<file path="src/sv/wbd_pkg.sv">
// Package for the walkability block downsampler.
// Holds the configuration register indexes, the field widths and the
// control struct passed from the position tracker to the accumulator.
package wbd_pkg;

    localparam int CFG_INDEX_W = 1;
    localparam int CFG_DATA_W  = 11;

    localparam logic [CFG_INDEX_W-1:0] REG_RAW_WIDTH = 1'd0;
    localparam logic [CFG_INDEX_W-1:0] REG_GRID_STEP = 1'd1;

    localparam int RAW_CELL_W  = 8;
    localparam int RAW_WIDTH_W = 11;
    localparam int GRID_STEP_W = 5;
    localparam int COORD_W     = 10;

    typedef struct packed {
        logic               walk;
        logic               in_range;
        logic               first_row;
        logic               emit;
        logic [COORD_W-1:0] x;
        logic [COORD_W-1:0] y;
    } pos_ctrl_t;

endpackage

</file>
<file path="src/sv/wbd_ifs.sv">
// Channel interfaces for the walkability block downsampler.
// Depends on wbd_pkg for the field widths.
interface wbd_raw_if;
    logic                           valid;
    logic                           ready;
    logic [wbd_pkg::RAW_CELL_W-1:0] raw_cell;
    logic                           frame_start;

    modport source (output valid, output raw_cell, output frame_start, input ready);
    modport sink (input valid, input raw_cell, input frame_start, output ready);
endinterface

interface wbd_cell_if;
    logic                        valid;
    logic                        ready;
    logic                        cell_walkable;
    logic [wbd_pkg::COORD_W-1:0] cell_x;
    logic [wbd_pkg::COORD_W-1:0] cell_y;

    modport source (output valid, output cell_walkable, output cell_x, output cell_y,
                     input ready);
    modport sink (input valid, input cell_walkable, input cell_x, input cell_y,
                   output ready);
endinterface

interface wbd_cfg_if;
    logic                            valid;
    logic                            ready;
    logic [wbd_pkg::CFG_INDEX_W-1:0] index;
    logic [wbd_pkg::CFG_DATA_W-1:0]  data;

    modport source (output valid, output index, output data, input ready);
    modport sink (input valid, input index, input data, output ready);
endinterface

</file>
<file path="src/sv/wbd_position.sv">
// Raster position tracker of the walkability block downsampler.
// Keeps the raw and coarse counters and classifies each accepted cell.
// Depends on wbd_pkg for the control struct.
module wbd_position #(
    parameter int MAX_RAW_WIDTH   = 1024,
    parameter int MAX_BLOCK_SIDE  = 16,
    parameter int MAX_COARSE_ROWS = 1024,
    localparam int RCW = $clog2(MAX_RAW_WIDTH + 1),
    localparam int SW  = $clog2(MAX_BLOCK_SIDE + 1),
    localparam int AW  = (MAX_RAW_WIDTH > 1) ? $clog2(MAX_RAW_WIDTH) : 1
) (
    input  logic                                clk,
    input  logic                                rst_n,
    input  logic                                accept,
    input  logic [wbd_pkg::RAW_CELL_W-1:0]      raw_cell,
    input  logic                                frame_start,
    input  logic [RCW-1:0]                      eff_w,
    input  logic [SW-1:0]                       eff_s,
    output wbd_pkg::pos_ctrl_t                  ctrl,
    output logic [AW-1:0]                       addr
);
    import wbd_pkg::*;

    localparam int RW = $clog2(MAX_COARSE_ROWS + 1);
    localparam int PW = RCW + 1 + SW;

    logic [RCW-1:0] rc_reg, rc_next;
    logic [SW-1:0]  cib_reg, cib_next;
    logic [SW-1:0]  rib_reg, rib_next;
    logic [RCW-1:0] cc_reg, cc_next;
    logic [RW-1:0]  cr_reg, cr_next;

    logic [RCW-1:0] rc, rc1;
    logic [SW-1:0]  cib, cib1, rib, rib1, s_m1;
    logic [RCW-1:0] cc;
    logic [RW-1:0]  cr;
    logic [RCW:0]   cc_w;
    logic [PW-1:0]  prod;
    logic           in_range;
    logic           row_open;

    always_comb
    begin
        rc   = frame_start ? '0 : rc_reg;
        cib  = frame_start ? '0 : cib_reg;
        rib  = frame_start ? '0 : rib_reg;
        cc   = frame_start ? '0 : cc_reg;
        cr   = frame_start ? '0 : cr_reg;
        s_m1 = eff_s - SW'(1);

        prod     = (PW'(cc) + PW'(1)) * PW'(eff_s);
        in_range = (prod <= PW'(eff_w));
        row_open = (cr < RW'(MAX_COARSE_ROWS));

        ctrl.walk      = (raw_cell != '0);
        ctrl.in_range  = in_range;
        ctrl.first_row = (rib == '0);
        ctrl.emit      = in_range && (rib == s_m1) && (cib == s_m1) && row_open;
        ctrl.x         = COORD_W'(cc);
        ctrl.y         = COORD_W'(cr);
        addr           = cc[AW-1:0];

        rc1      = rc + RCW'(1);
        cib1     = cib + SW'(1);
        rib1     = rib + SW'(1);
        rc_next  = rc1;
        cib_next = cib1;
        rib_next = rib;
        cr_next  = cr;
        cc_w     = {1'b0, cc};
        if (cib1 >= eff_s)
        begin
            cib_next = '0;
            cc_w     = {1'b0, cc} + (RCW + 1)'(1);
        end
        if (rc1 >= eff_w)
        begin
            rc_next  = '0;
            cib_next = '0;
            cc_w     = '0;
            if (rib1 >= eff_s)
            begin
                rib_next = '0;
                if (row_open)
                begin
                    cr_next = cr + RW'(1);
                end
            end
            else
            begin
                rib_next = rib1;
            end
        end
        if (cc_w > (RCW + 1)'(MAX_RAW_WIDTH))
        begin
            cc_next = RCW'(MAX_RAW_WIDTH);
        end
        else
        begin
            cc_next = cc_w[RCW-1:0];
        end
    end

    always_ff @(posedge clk or negedge rst_n)
    begin
        if (!rst_n)
        begin
            rc_reg  <= '0;
            cib_reg <= '0;
            rib_reg <= '0;
            cc_reg  <= '0;
            cr_reg  <= '0;
        end
        else if (accept)
        begin
            rc_reg  <= rc_next;
            cib_reg <= cib_next;
            rib_reg <= rib_next;
            cc_reg  <= cc_next;
            cr_reg  <= cr_next;
        end
    end

endmodule

</file>
<file path="src/sv/wbd_accum.sv">
// Column accumulator of the walkability block downsampler.
// Holds the per-column AND memory, its read-modify-write stage with
// forwarding, and the output register. Depends on wbd_pkg.
module wbd_accum #(
    parameter int MAX_RAW_WIDTH = 1024,
    localparam int AW = (MAX_RAW_WIDTH > 1) ? $clog2(MAX_RAW_WIDTH) : 1
) (
    input  logic                         clk,
    input  logic                         rst_n,
    input  logic                         accept,
    input  wbd_pkg::pos_ctrl_t           ctrl,
    input  logic [AW-1:0]                addr,
    output logic                         in_ready,
    output logic                         out_valid,
    input  logic                         out_ready,
    output logic                         out_walkable,
    output logic [wbd_pkg::COORD_W-1:0]  out_x,
    output logic [wbd_pkg::COORD_W-1:0]  out_y
);
    import wbd_pkg::*;

    logic mem [MAX_RAW_WIDTH];

    logic              s1_valid_reg, s1_valid_next;
    pos_ctrl_t         s1_ctrl_reg;
    logic [AW-1:0]     s1_addr_reg;
    logic              rdata_reg;
    logic              fwd_valid_reg;
    logic [AW-1:0]     fwd_addr_reg;
    logic              fwd_data_reg;
    logic              out_valid_reg, out_valid_next;
    logic              out_walk_reg;
    logic [COORD_W-1:0] out_x_reg, out_y_reg;

    logic s1_go, old_bit, acc, wr_en, rd_en, s1_move;

    always_comb
    begin
        s1_go    = !out_valid_reg || out_ready;
        in_ready = !s1_valid_reg || s1_go;
        s1_move  = s1_valid_reg && s1_go;
        old_bit  = (fwd_valid_reg && (fwd_addr_reg == s1_addr_reg)) ? fwd_data_reg
                                                                     : rdata_reg;
        acc      = s1_ctrl_reg.walk & (s1_ctrl_reg.first_row | old_bit);
        wr_en    = s1_move && s1_ctrl_reg.in_range;
        rd_en    = accept && ctrl.in_range;

        if (accept)
        begin
            s1_valid_next = 1'b1;
        end
        else if (s1_go)
        begin
            s1_valid_next = 1'b0;
        end
        else
        begin
            s1_valid_next = s1_valid_reg;
        end

        if (s1_move)
        begin
            out_valid_next = s1_ctrl_reg.emit;
        end
        else if (out_ready)
        begin
            out_valid_next = 1'b0;
        end
        else
        begin
            out_valid_next = out_valid_reg;
        end
    end

    always_ff @(posedge clk)
    begin
        if (wr_en)
        begin
            mem[s1_addr_reg] <= acc;
        end
        if (rd_en)
        begin
            rdata_reg <= mem[addr];
        end
    end

    always_ff @(posedge clk or negedge rst_n)
    begin
        if (!rst_n)
        begin
            s1_valid_reg  <= 1'b0;
            out_valid_reg <= 1'b0;
            fwd_valid_reg <= 1'b0;
        end
        else
        begin
            s1_valid_reg  <= s1_valid_next;
            out_valid_reg <= out_valid_next;
            if (wr_en)
            begin
                fwd_valid_reg <= 1'b1;
            end
        end
    end

    always_ff @(posedge clk)
    begin
        if (accept)
        begin
            s1_ctrl_reg <= ctrl;
            s1_addr_reg <= addr;
        end
        if (wr_en)
        begin
            fwd_addr_reg <= s1_addr_reg;
            fwd_data_reg <= acc;
        end
        if (s1_move)
        begin
            out_walk_reg <= acc;
            out_x_reg    <= s1_ctrl_reg.x;
            out_y_reg    <= s1_ctrl_reg.y;
        end
    end

    assign out_valid    = out_valid_reg;
    assign out_walkable = out_walk_reg;
    assign out_x        = out_x_reg;
    assign out_y        = out_y_reg;

endmodule

</file>
<file path="src/sv/walkability_block_downsample.sv">
// Top level of the walkability block downsampler.
// Depends on wbd_pkg, wbd_ifs, wbd_position and wbd_accum.
//
//   Channel  Role    Moves
//   raw      sink    one raw map cell and its frame-start flag per transaction
//   coarse   source  one coarse cell with its coordinates per transaction
//   cfg      sink    one register write (index, data) per transaction
//
// One raw cell is taken in every cycle unless the output stalls. The cell that
// completes a block moves through the read stage, then the output register.
// The pace is set by the read-modify-write of the column memory, which reads
// one entry and writes another per unstalled cycle, the last write forwarded.
// The column memory needs no clearing pass: the first row of each block
// overwrites it. Reset returns both registers to 1 and clears the counters.
// A stalled result holds in the output register; one more raw cell may enter
// behind it before the raw channel stalls.
module walkability_block_downsample #(
    parameter int MAX_RAW_WIDTH   = 1024,
    parameter int MAX_BLOCK_SIDE  = 16,
    parameter int MAX_COARSE_ROWS = 1024
) (
    input  logic        clk,
    input  logic        rst_n,
    wbd_raw_if.sink     raw,
    wbd_cell_if.source  coarse,
    wbd_cfg_if.sink     cfg
);
    import wbd_pkg::*;

    localparam int RCW = $clog2(MAX_RAW_WIDTH + 1);
    localparam int SW  = $clog2(MAX_BLOCK_SIDE + 1);
    localparam int AW  = (MAX_RAW_WIDTH > 1) ? $clog2(MAX_RAW_WIDTH) : 1;

    logic [RAW_WIDTH_W-1:0] raw_width_reg;
    logic [GRID_STEP_W-1:0] grid_step_reg;
    logic [RCW-1:0]         eff_w;
    logic [SW-1:0]          eff_s;
    logic                   accept;
    logic                   in_ready;
    pos_ctrl_t              ctrl;
    logic [AW-1:0]          addr;

    always_ff @(posedge clk or negedge rst_n)
    begin
        if (!rst_n)
        begin
            raw_width_reg <= RAW_WIDTH_W'(1);
            grid_step_reg <= GRID_STEP_W'(1);
        end
        else if (cfg.valid)
        begin
            case (cfg.index)
                REG_RAW_WIDTH: raw_width_reg <= cfg.data[RAW_WIDTH_W-1:0];
                REG_GRID_STEP: grid_step_reg <= cfg.data[GRID_STEP_W-1:0];
                default:       raw_width_reg <= raw_width_reg;
            endcase
        end
    end

    assign cfg.ready = 1'b1;

    always_comb
    begin
        if (raw_width_reg == '0)
        begin
            eff_w = RCW'(1);
        end
        else if (32'(raw_width_reg) > 32'(MAX_RAW_WIDTH))
        begin
            eff_w = RCW'(MAX_RAW_WIDTH);
        end
        else
        begin
            eff_w = RCW'(raw_width_reg);
        end

        if (grid_step_reg == '0)
        begin
            eff_s = SW'(1);
        end
        else if (32'(grid_step_reg) > 32'(MAX_BLOCK_SIDE))
        begin
            eff_s = SW'(MAX_BLOCK_SIDE);
        end
        else
        begin
            eff_s = SW'(grid_step_reg);
        end
    end

    assign accept    = raw.valid && in_ready;
    assign raw.ready = in_ready;

    wbd_position #(
        .MAX_RAW_WIDTH   (MAX_RAW_WIDTH),
        .MAX_BLOCK_SIDE  (MAX_BLOCK_SIDE),
        .MAX_COARSE_ROWS (MAX_COARSE_ROWS)
    ) u_position (
        .clk         (clk),
        .rst_n       (rst_n),
        .accept      (accept),
        .raw_cell    (raw.raw_cell),
        .frame_start (raw.frame_start),
        .eff_w       (eff_w),
        .eff_s       (eff_s),
        .ctrl        (ctrl),
        .addr        (addr)
    );

    wbd_accum #(
        .MAX_RAW_WIDTH (MAX_RAW_WIDTH)
    ) u_accum (
        .clk          (clk),
        .rst_n        (rst_n),
        .accept       (accept),
        .ctrl         (ctrl),
        .addr         (addr),
        .in_ready     (in_ready),
        .out_valid    (coarse.valid),
        .out_ready    (coarse.ready),
        .out_walkable (coarse.cell_walkable),
        .out_x        (coarse.cell_x),
        .out_y        (coarse.cell_y)
    );

endmodule

</file>
<file path="src/flat_wrapper.sv">
// flat-port wrapper written by rule: the top's interface ports become plain ports
module walkability_block_downsample_flat import wbd_pkg::*;
#(
    parameter int MAX_RAW_WIDTH   = 1024,
    parameter int MAX_BLOCK_SIDE  = 16,
    parameter int MAX_COARSE_ROWS = 1024
)
  (clk, rst_n, raw_valid, raw_raw_cell, raw_frame_start, raw_ready, coarse_valid, coarse_cell_walkable, coarse_cell_x, coarse_cell_y, coarse_ready, cfg_valid, cfg_index, cfg_data, cfg_ready);
  wbd_raw_if raw_i ();
  wbd_cell_if coarse_i ();
  wbd_cfg_if cfg_i ();
  input  logic clk;
  input  logic rst_n;
  input wire logic [$bits(raw_i.valid)-1:0] raw_valid;
  input wire logic [$bits(raw_i.raw_cell)-1:0] raw_raw_cell;
  input wire logic [$bits(raw_i.frame_start)-1:0] raw_frame_start;
  output wire logic [$bits(raw_i.ready)-1:0] raw_ready;
  output wire logic [$bits(coarse_i.valid)-1:0] coarse_valid;
  output wire logic [$bits(coarse_i.cell_walkable)-1:0] coarse_cell_walkable;
  output wire logic [$bits(coarse_i.cell_x)-1:0] coarse_cell_x;
  output wire logic [$bits(coarse_i.cell_y)-1:0] coarse_cell_y;
  input wire logic [$bits(coarse_i.ready)-1:0] coarse_ready;
  input wire logic [$bits(cfg_i.valid)-1:0] cfg_valid;
  input wire logic [$bits(cfg_i.index)-1:0] cfg_index;
  input wire logic [$bits(cfg_i.data)-1:0] cfg_data;
  output wire logic [$bits(cfg_i.ready)-1:0] cfg_ready;
  assign raw_i.valid = raw_valid;
  assign raw_i.raw_cell = raw_raw_cell;
  assign raw_i.frame_start = raw_frame_start;
  assign raw_ready = raw_i.ready;
  assign coarse_valid = coarse_i.valid;
  assign coarse_cell_walkable = coarse_i.cell_walkable;
  assign coarse_cell_x = coarse_i.cell_x;
  assign coarse_cell_y = coarse_i.cell_y;
  assign coarse_i.ready = coarse_ready;
  assign cfg_i.valid = cfg_valid;
  assign cfg_i.index = cfg_index;
  assign cfg_i.data = cfg_data;
  assign cfg_ready = cfg_i.ready;
  walkability_block_downsample #(.MAX_RAW_WIDTH(MAX_RAW_WIDTH), .MAX_BLOCK_SIDE(MAX_BLOCK_SIDE), .MAX_COARSE_ROWS(MAX_COARSE_ROWS)) u_core (.clk(clk), .rst_n(rst_n), .raw(raw_i), .coarse(coarse_i), .cfg(cfg_i));
endmodule
</file>
<file path="config.mk">
export PLATFORM = sky130hd
export DESIGN_NAME = walkability_block_downsample_flat
export DESIGN_NICKNAME = d
export VERILOG_FILES = /design/src/sv/wbd_pkg.sv /design/src/sv/wbd_ifs.sv /design/src/sv/wbd_position.sv /design/src/sv/wbd_accum.sv /design/src/sv/walkability_block_downsample.sv /design/src/flat_wrapper.sv
export SDC_FILE = /design/constraint.sdc
export NUM_CORES = 2
export LEC_CHECK = 0
export BUFFER_PORTS_ARGS = -buffer_cell sky130_fd_sc_hd__buf_2
export CAP_MARGIN = 0
export CORE_UTILIZATION = 40
export CTS_CLUSTER_SIZE = 10
export DETAILED_ROUTE_END_ITERATION = 12
export PLACE_DENSITY = 0.65
export SKIP_LAST_GASP = 1
export SLEW_MARGIN = 20
export SYNTH_ARGS = -nofsm -noshare
export SYNTH_HDL_FRONTEND = slang
export SYNTH_HIERARCHICAL = 1
export SYNTH_SLANG_ARGS = --single-unit
</file>
<file path="constraint.sdc">
create_clock -name clk -period 20.4 [get_ports clk]
set_input_delay 1.02 -clock clk [delete_from_list [all_inputs] [get_ports clk]]
set_output_delay 1.02 -clock clk [all_outputs]
set_load 0.01 [all_outputs]
</file>
==> results.py <==
metrics = {
    "synth": {
        "yosysTopAreaCell": "edfxtp_1",
        "syn_area_per_cell_um2": 13.5,
        "synth_area_leaders": "edfxtp_1 (62%), mux4_2 (9.2%), nor2_1 (7.9%)",
        "synth_area_um2": 53100,
        "synthCells": 3938,
        "yosys-top-cells-count": "nor2_1 (1115), edfxtp_1 (1091), clkbuf_1 (229)",
        "synth_fp_nets": 4058,
        "ys_seq_area_share_pct": 64.6,
        "synth_edf_count": 1091,
        "synth-seq-cells": 1153,
        "synth_ff_type": "edfxtp_1",
        "synth.distinct_cells": 88,
        "ys_warn_count": 6,
        "yosysMostFrequentCell": "nor2_1",
        "synth_top_area_share_pct": 61.7,
        "async_reset_ff_share_pct": 5.38,
    },
    "clocking": {
        "clk_path_buf_depth": 3,
        "clk_pin_slew_worst_paths_ps": 50,
        "cts_buffers": 135,
        "cts_hold_buf": 0,
        "clock-sinks": 1153,
        "cts_root_buf": "clkbuf_16",
        "cts_max_level": 4,
        "cts_tree": "yes",
        "ctsResizeCount": 0,
        "clock_latency_ps": 760,
        "cts_setup_buffers": 0,
    },
    "detailed_routing": {
        "met1_length_um": 55500,
        "drt_iter0_markers": 3969,
        "wire_per_inst_um": 25.4,
        "via_per_inst": 5.85,
        "first_pass_iters": 6,
        "ant_nets": 0,
        "drc": 0,
        "num_vias": 33100,
        "route.met2.wl_um": 69300,
        "met3_length_um": 13500,
        "topRoutingLayerUsed": "met5",
        "wirelength_um": 144000,
    },
    "timing": {
        "fin_worst_skew_ps": 29.3,
        "tightestPinTransition_ps": 1270,
        "setup_ws_ps": 13100,
        "fmax_ghz": 0.137,
        "finalSetupTns_ps": 0,
        "fin_crit_ps": 7300,
        "grt_setup_unrepaired": "false",
        "slew_violations": 0,
        "hold_slack_ps": 412,
        "slew_headroom_pct": 15.3,
        "period_share_pct": 35.8,
        "setup_viol": 0,
        "hold_viol_final": 0,
    },
    "global_route": {
        "antenna_found_initial": 5,
        "grt_pass1_wl_um": 211000,
        "grt_max_degree": 274,
        "grt_pass1_vias": 32400,
        "track_usage_pct": 21.2,
        "gr-total-overflow": 0,
    },
    "die": {
        "pin_count": 50,
        "core_area_um2": 132000,
        "dieArea_um2": 134000,
        "die_w_um": 366,
        "initial_core_util_pct": 40.4,
        "num_rows": 133,
        "die_h_um": 366,
    },
    "place": {
        "place_congestion": 0.844,
        "post_dp_cell_area_um2": 54700,
        "pre_cts_slack_ps": 12360,
        "hpwl_um": 76100,
        "numPortBuffers": 48,
    },
    "worst_setup_path": {
        "start_kind": "input port",
        "max_stage_delay_ps": 560,
        "critPathTopFamily": "adder cells",
        "path_buf_inv": 4,
        "criticalPathCategory": "input port to flop",
        "slowest_stage": "inv_8",
        "cp.required_ps": 20850,
        "cp-end-kind": "flop",
        "cp.arrival_ps": 7760,
        "worstPathMaxFanout": 63,
    },
    "flow_run": {
        "maxCapViolations": 0,
    },
    "power_and_ir_drop": {
        "p_leak_nw": 17.8,
        "cellPowerDensity_nw_per_um2": 93.1,
        "ir_worst_vdd_uv": 93.8,
        "total_power_mw": 5.46,
    },
    "finish": {
        "final_area_um2": 58700,
        "area_growth_pct": 10.4,
        "largest_register_ffs": 1024,
        "nets": 3984,
        "layout-drive-gt1-share_pct": 15.4,
    },
    "status": {
        "outcome": "complete, no violations",
    },
    "worst_hold_path": {
        "worstHoldPathType": "flop to flop",
    },
}
==> power breakdown <==
group	internal [mW]	switching [mW]	total [mW]	leakage [nW]
clock network	1.28	0.902	2.18	1.86
logic	0.273	0.367	0.640	5.52
registers	2.62	0.0221	2.64	10.4
==> cells by family (layout without fill, tap and decap cells) <==
family | after synthesis | in the layout | synth area share (%)
other cells | 1 | 2 | 0.00706
buf+inv | 424 | 382 | 3.63
simple gates | 1535 | 1535 | 12.0
flops | 1153 | 1153 | 64.6
compound gates | 332 | 332 | 4.44
xor+xnor | 46 | 46 | 0.772
fa+ha+maj | 94 | 94 | 2.64
mux | 353 | 353 | 11.9
==> layout make-up <==
type | count | area [µm²]
Inverter | 88 | 338
Timing Repair Buffer | 125 | 883
Clock inverter | 12 | 231
Sequential cell | 1153 | 34300
Multi-Input combinational cell | 2361 | 17100
Antenna cell | 1 | 2.50
Clock buffer | 157 | 3580
Fill cell | 11600 | 73000
Tap cell | 1755 | 2200
==> worst paths after layout <==
check | slack, ps | endpoint | cells past startpoint | startpoint
max | 13100 | u_core/u_accum/rdata_reg | 26 | raw_frame_start
min | 410 | u_core/u_accum/out_x[0] | 0 | u_core/u_accum/s1_ctrl_reg[10]
max reg2reg | 13300 | u_core/u_accum/rdata_reg | 25 | u_core/u_position/cc_reg[0]
min reg2reg | 410 | u_core/u_accum/out_x[0] | 0 | u_core/u_accum/s1_ctrl_reg[10]
max in group asynchronous | 19370 | u_core/u_position/cc_reg[1] | 2 | rst_n
min in group asynchronous | 450 | u_core/raw_width_reg[8] | 2 | rst_n
==> metrics by stage <==
stage	cells	util, %
2_1_floorplan	3938	-
3_3_place_gp	5480	41.6
3_5_place_dp	5480	41.6
4_1_cts	5649	44.5
5_1_grt	5651	44.6
6_report	5652	44.6
==> routing by layer <==
metal / GRT usage, % / vias up
met5: 0 / -
met1: 28.0 / 17000
li1: - / 14100
met3: 3.64 / 344
met2: 34.8 / 1651
met4: 8.31 / 2
==> placed cells by master, fill, tap and decap left out, drive strengths merged, types with 6 or more instances in the layout <==
cell,synthesis,routed
nand4,15,15
buf,107,125
fa,30,30
mux4,218,218
a21oi,62,62
nand2b,17,17
edfxtp,1091,1091
inv,87,91
and2,24,24
o21a,6,6
and3,16,16
a31oi,9,9
a22o,15,15
xnor2,31,31
a211oi,11,11
o22ai,22,22
xor2,15,15
o31ai,8,8
nor3b,7,7
nor4,10,10
nor3,47,47
nand2,164,164
nand3b,7,7
mux2i,111,111
a221oi,14,14
nor2,1115,1115
dfrtp,60,60
mux2,24,24
o21ai,43,43
o2bb2ai,17,17
ha,64,64
nand3,37,37
a22oi,50,50
clkbuf,229,157
nor2b,47,47
o221ai,29,29
==> worst reg2reg max path: stages, from the launching register on <==
cell,delay [ps]
dfrtp_1,430
nand2b_1,300
inv_8,570
ha_1,390
nand3_1,130
xor2_1,370
nor3_1,140
fa_1,540
fa_1,510
inv_1,50
fa_1,470
inv_1,40
ha_1,310
o21a_1,120
o31a_1,120
o31ai_1,350
a21boi_0,260
ha_1,280
a21o_1,160
a21oi_1,140
nor2b_1,60
a2111oi_0,360
a41oi_1,100
nor4_1,290
and3_1,220
and2_1,130
(Power assumes the default switching activity.)
